$ cat src/hw/rtl/bbs_pkg.sv
// Shared constants, types and helpers for the B-spline surface point unit.
// No dependencies.
package bbs_pkg;

  localparam int GRID_SIDE   = 11;
  localparam int NPTS        = GRID_SIDE * GRID_SIDE;
  localparam int SEGS        = GRID_SIDE - 3;
  localparam int COORD_WIDTH = 32;
  localparam int IDX_W       = 7;
  localparam int PAR_W       = 20;
  localparam int SEG_W       = 3;
  localparam int W_W         = 17;
  localparam int ROW_W       = COORD_WIDTH + 18;
  localparam int RRND_W      = ROW_W - 16;
  localparam int ACC_W       = RRND_W + 18;
  localparam int ONE_Q16     = 65536;

  localparam logic KIND_WRITE = 1'b0;
  localparam logic KIND_EVAL  = 1'b1;

  typedef logic signed [COORD_WIDTH-1:0] coord_t;

  // one grid tap travelling with its read data
  typedef struct packed {
    logic       vld;
    logic [1:0] i;
    logic [1:0] j;
  } tap_t;

  // weights of one parameter
  typedef struct packed {
    logic                      vld;
    logic                      tag;
    logic [SEG_W-1:0]          seg;
    logic [3:0][W_W-1:0]       w;
  } wgt_t;

  typedef struct packed {
    logic   vld;
    coord_t x;
    coord_t y;
    coord_t z;
  } res_t;

  // floor(q / 6) for q below 2^19: halve, then reciprocal of three
  function automatic logic [W_W-1:0] div6(input logic [18:0] q);
    logic [37:0] m;
    m = 38'(q[18:1]) * 38'(349526);
    return W_W'(m >> 20);
  endfunction

endpackage

$ cat src/hw/rtl/bbs_weight.sv
// Basis weight pipeline: clamp a parameter, split segment and t, form the
// four Q0.16 cubic B-spline weights over five stages. Depends on bbs_pkg.
module bbs_weight (
  input  logic                            clk,
  input  logic                            rst,
  input  logic                            start,
  input  logic                            tag,
  input  logic signed [bbs_pkg::PAR_W-1:0] param,
  output bbs_pkg::wgt_t                   wgt
);
  logic [16:0] p;
  logic [19:0] scaled;
  logic [bbs_pkg::SEG_W-1:0] seg0;

  logic [4:0] vld;
  logic [4:0] tg;
  logic [bbs_pkg::SEG_W-1:0] seg1, seg2, seg3, seg4, seg5;
  logic [16:0] t1, r1, t2, r2;
  logic [33:0] tt2, rr2, tt3;
  logic [48:0] t3, r3;
  logic [18:0] q0, q1, q3;
  logic [52:0] n1;
  logic [bbs_pkg::W_W-1:0] w0, w1, w3;

  always_comb begin
    if (param[bbs_pkg::PAR_W-1]) begin
      p = '0;
    end else if (param > bbs_pkg::PAR_W'(bbs_pkg::ONE_Q16)) begin
      p = 17'(bbs_pkg::ONE_Q16);
    end else begin
      p = param[16:0];
    end
    scaled = 20'(p) * 20'(bbs_pkg::SEGS);
    if (scaled[19:16] > 4'(bbs_pkg::SEGS - 1)) begin
      seg0 = bbs_pkg::SEG_W'(bbs_pkg::SEGS - 1);
    end else begin
      seg0 = scaled[16+bbs_pkg::SEG_W-1:16];
    end
    n1 = 53'(3) * 53'(t3) + (53'(1) << 50) - ((53'(6) * 53'(tt3)) << 16);
  end

  always_ff @(posedge clk) begin
    if (rst) begin
      vld <= '0;
    end else begin
      vld <= {vld[3:0], start};
    end
    tg   <= {tg[3:0], tag};
    t1   <= 17'(scaled - (20'(seg0) << 16));
    r1   <= 17'(20'(bbs_pkg::ONE_Q16) - (scaled - (20'(seg0) << 16)));
    seg1 <= seg0;
    tt2  <= 34'(t1) * 34'(t1);
    rr2  <= 34'(r1) * 34'(r1);
    t2   <= t1;
    r2   <= r1;
    seg2 <= seg1;
    tt3  <= tt2;
    t3   <= 49'(49'(tt2) * 49'(t2));
    r3   <= 49'(49'(rr2) * 49'(r2));
    seg3 <= seg2;
    q0   <= 19'((50'(r3) + (50'(3) << 32)) >> 32);
    q1   <= 19'((n1 + (53'(3) << 32)) >> 32);
    q3   <= 19'((50'(t3) + (50'(3) << 32)) >> 32);
    seg4 <= seg3;
    w0   <= bbs_pkg::div6(q0);
    w1   <= bbs_pkg::div6(q1);
    w3   <= bbs_pkg::div6(q3);
    seg5 <= seg4;
  end

  // tt3 carries the square one stage on so n1 lines up with t3
  assign wgt.vld = vld[4];
  assign wgt.tag = tg[4];
  assign wgt.seg = seg5;
  assign wgt.w[0] = w0;
  assign wgt.w[1] = w1;
  assign wgt.w[3] = w3;
  assign wgt.w[2] = bbs_pkg::W_W'(18'(bbs_pkg::ONE_Q16) - 18'(w0) - 18'(w1) - 18'(w3));
endmodule

$ cat config.mk
export PLATFORM = sky130hd
export DESIGN_NAME = bbs_weight
export DESIGN_NICKNAME = d
export VERILOG_FILES = /design/src/hw/rtl/bbs_pkg.sv /design/src/hw/rtl/bbs_weight.sv
export SDC_FILE = /design/constraint.sdc
export NUM_CORES = 2
export LEC_CHECK = 0
export BUFFER_PORTS_ARGS = -buffer_cell sky130_fd_sc_hd__buf_2
export CORE_MARGIN = 2
export CORE_UTILIZATION = 40
export DETAILED_ROUTE_END_ITERATION = 8
export GPL_TIMING_DRIVEN = 1
export HOLD_SLACK_MARGIN = 0.15
export PLACE_DENSITY_LB_ADDON = 0.05
export SKIP_LAST_GASP = 1
export SYNTH_ARGS = -nofsm -noshare
export SYNTH_HDL_FRONTEND = slang
export SYNTH_SLANG_ARGS = --single-unit
$ cat constraint.sdc
create_clock -name clk -period 6.6 [get_ports clk]
set_input_delay 0.33 -clock clk [delete_from_list [all_inputs] [get_ports clk]]
set_output_delay 0.33 -clock clk [all_outputs]
set_load 0.02 [all_outputs]
==> run_results.csv <==
group,metric,value,unit
drt,postRouteAntennaNets,0,
timing,finalSetupViolations,0,
timing,post-route-period-util,0.954,
synth,synth_edf_count,0,
place,place.detailed.hpwl,126,mm
cts,root_buffer,"clkbuf_16",
critical_path,r2r_cells,21,
cts,cts_sinks,315,
timing,tns,0,ns
critical_path,critical_path_arrival,6.81,ns
cts,cts_tree,"built",
synth,postSynthCellCount,6553,
drt,totalWireLength,145,mm
synth,post_synth_and_or_nand_nor_area_fraction,0.116,
die,initial_standard_cell_utilization_of_the_core,0.403,
timing,worstMarginPinSlew,0.671,ns
cts,clkSlewWorstSetupHoldPaths,0.06,ns
critical_path,timing.critical_path.fanout_max,8,
synth,synthFlopType,"dfxtp_1",
cts,clockBufferDepth,3,
layout,layoutNonFillerInstCount,8849,
place,place.detailed.instances,8725,
critical_path,regToRegStartpoint,"tt2[21]",
critical_path,timing.reg2reg.setup_slack,0.30,ns
drt,dr_total_vias,41500,
critical_path,critPathCaptureType,"flop",
drt,first_iter_violations,1337,
drt,route.detailed.wl_per_inst,16.4,µm
critical_path,crit_required,7.11,ns
min_path,min_to,"t1[10]",
synth,synth_area_per_cell,9.46,µm²
synth,async_reset_ff_frac,0,
layout,num-nets-final,8971,
grt,track_usage,0.190,
grt,grt_pass1_wl,242,mm
layout,layout-drive-gt1-share,0.0644,
die,core-area,0.154,mm²
timing,grt_setup_unrepaired,"no",
min_path,min-delay-start,"param[16]",
drt,detailedRoute.firstPassIterationCount,5,
timing,fmax,0.159,GHz
synth,ys_seq_area_frac,0.102,
synth,ys_ff_latch,315,
critical_path,cp_launch_type,"flop",
die,die_height,398,µm
timing,max_slew_margin,0.549,
place,gp_congestion,0.844,
min_path,worst_hold_path_type,"input pin to flop",
critical_path,path_class,"flop to flop",
die,pin_count,97,
synth,yosys.area_share.adder,0.579,
place,placement.setup.worst_slack,-0.252,ns
die,floorplan.rows,144,
layout,fill_cells,15100,
cts,clock_insertion_delay_worst_skew,0.64,ns
drt,drt_drc_violations_left,0,
synth,post_synth_instance_area,0.0620,mm²
timing,timing.final.max_slew_violations,0,
timing,post-route-min-period,6.30,ns
die,floorplan.die.width,398,µm
layout,post-route-util,0.442,
timing,layout_setup_ws,0.303,ns
drt,post_drt_via_cell_ratio,4.69,
synth,post_synth_xor_area_fraction,0.0363,
layout,area_added_between_synthesis_and_finish,9.67,%
critical_path,reg2reg_to,"t3[39]",
timing,report.final.hold_viol_count,0,
synth,fraction_of_the_mapped_netlist_area_in_compound_gates,0.0557,
synth,largest_family_of_logic_cells_by_synthesized_area,"adder cells",
die,design.die.area,0.158,mm²
synth,post_synth_num_cell_types,71,
min_path,min_path_cells,3,
status,run_status,"completed",
grt,largest_net_degree_at_the_start_of_global_routing,32,
flow_run,maxCapViolations,0,
grt,grt_overflow_total,0,
cts,cts_made_buffers,45,
synth,post_synth_mux_area_share,0.000726,
synth,synth_warnings,0,
place,quantity_of_i_o_buffers_inserted_on_ports,94,
timing,finClkSkew,0.0360,ns
grt,first_global_vias,45700,
grt,antenna_found_initial,0,
cts,h-tree-depth,2,
[through the flow]
| stage | hold slack, ns | cell area [µm²] |
|---|---|---|
| floorplan | 0.310 | 62000 |
| detailed placement | 0.314 | 65900 |
| global route | 0.243 | 68000 |
| finish | 0.227 | 68000 |
| CTS | 0.161 | 67900 |
| global placement | 0.312 | 65900 |
[registers in the layout, indices dropped and copies added (netlist names), 5 cells and up]
name / flops
q0: 17
q1: 18
q3: 17
r1: 14
r2: 13
r3: 17
rr2: 27
t1: 13
t2: 13
t3: 40
tg: 5
tt2: 26
tt3: 26
vld: 5
w0: 16
w1: 17
w3: 16
[worst max-delay path, cell delays in order (launching register included)]
cell and delay (ns):
dfxtp_1 0.64, buf_4 0.24, nand2_1 0.07, fa_1 0.48, inv_1 0.05, fa_1 0.50
fa_1 0.54, fa_1 0.54, fa_1 0.56, inv_1 0.06, fa_1 0.53, inv_1 0.04
ha_1 0.34, nand2_1 0.11, or3_1 0.40, nor3_1 0.20, a211oi_2 0.08, nor3_1 0.34
buf_4 0.20, a21o_1 0.11, a21oi_1 0.07, xnor2_1 0.13
[area by class of cell]
cell class,count,area (µm²),area share
sequential,315,6350,0.0934
clock buffer,59,1260,0.0185
inverter,1668,6260,0.0921
clock inverter,24,295,0.00434
tap,2044,2560,0.0376
antenna,1,2.50,0.0000368
multi-input combinational,4408,48900,0.719
timing repair buffer,330,2400,0.0354
[synthesized netlist by cell type, drive strengths merged, types with 4 or more instances]
| library cell | number | area share |
|---|---|---|
| inv | 1668 | 0.10 |
| o221ai | 5 | 0.00071 |
| nand4 | 28 | 0.0028 |
| ha | 1029 | 0.21 |
| and3 | 34 | 0.0034 |
| dfxtp | 315 | 0.10 |
| o21ai | 96 | 0.0078 |
| o31ai | 5 | 0.00061 |
| nor4 | 6 | 0.00071 |
| o311ai | 6 | 0.00085 |
| and2 | 495 | 0.050 |
| clkbuf | 157 | 0.0095 |
| a211oi | 23 | 0.0028 |
| xor2 | 80 | 0.011 |
| o21bai | 17 | 0.0021 |
| nand3 | 39 | 0.0031 |
| a21boi | 9 | 0.0011 |
| o41ai | 5 | 0.00083 |
| or2 | 8 | 0.00081 |
| and4 | 6 | 0.00085 |
| fa | 1150 | 0.37 |
| a31o | 4 | 0.00056 |
| a31oi | 22 | 0.0022 |
| nor2b | 35 | 0.0035 |
| a221oi | 5 | 0.00071 |
| a311o | 4 | 0.00065 |
| a21oi | 168 | 0.014 |
| o211ai | 13 | 0.0016 |
| a311oi | 5 | 0.00071 |
| a2111oi | 8 | 0.0014 |
| o21a | 28 | 0.0034 |
| xnor2 | 177 | 0.025 |
| or3 | 7 | 0.00071 |
| nor3 | 48 | 0.0040 |
| buf | 6 | 0.00063 |
| nand2 | 550 | 0.033 |
| a21o | 86 | 0.010 |
| a211o | 5 | 0.00071 |
| mux2 | 4 | 0.00073 |
| nor2 | 140 | 0.0085 |
| nand2b | 20 | 0.0020 |
[layout by cell type (no fill, tap or decap), types with 45 or more instances in the layout]
cell and instances:
inv_1 1668, xor2_1 80, ha_1 1029, a21oi_1 167
buf_2 94, nor2_1 140, o21ai_0 94, buf_4 189
nand2_1 550, a21o_1 86, and2_1 495, fa_1 1149
xnor2_1 177, dfxtp_1 280, clkbuf_16 45, nor3_1 47
[repair_timing]
item,4_1_cts,5_1_grt
hold buffers,39,0
pin swaps,0,3
resized for setup,6,45
endpoints found under the hold margin,35,0
buffers inserted,0,1
setup endpoints to repair,9,20
[per-layer routing]
metal / GRT usage / up-vias / routed length, µm
met5: 0 / - / 0
met4: 0.0335 / 0 / 2310
met3: 0.0207 / 119 / 4730
met2: 0.311 / 540 / 65700
met1: 0.275 / 20500 / 72400
li1: - / 20400 / -
[how the worst max path moves through the flow]
stage | startpoint | to | slack, ns | depth (start not counted)
6_report | tt2[21] | t3[39] | 0.30 | 21
5_1_grt | r2[8] | r3[47] | 0.0001 | 22
4_1_cts | tt2[15] | t3[46] | 0.06 | 21
3_5_place_dp | r2[12] | r3[48] | -0.25 | 22
3_3_place_gp | r2[12] | r3[48] | -0.21 | 22
2_1_floorplan | t2[10] | t3[43] | 0.41 | 22
[cells by family after synthesis]
group	count (synthesis)
AO/OA/AOI/OAI	535
flip-flops	315
multiplexers	4
AND/OR/NAND/NOR	1431
XOR/XNOR	257
adder cells (fa/ha/maj)	2179
buffers and inverters	1831
other	1
Power is left out: the tool's default activity adds up to more than one toggle a clock period on the data nets, which glitch-free logic cannot reach.
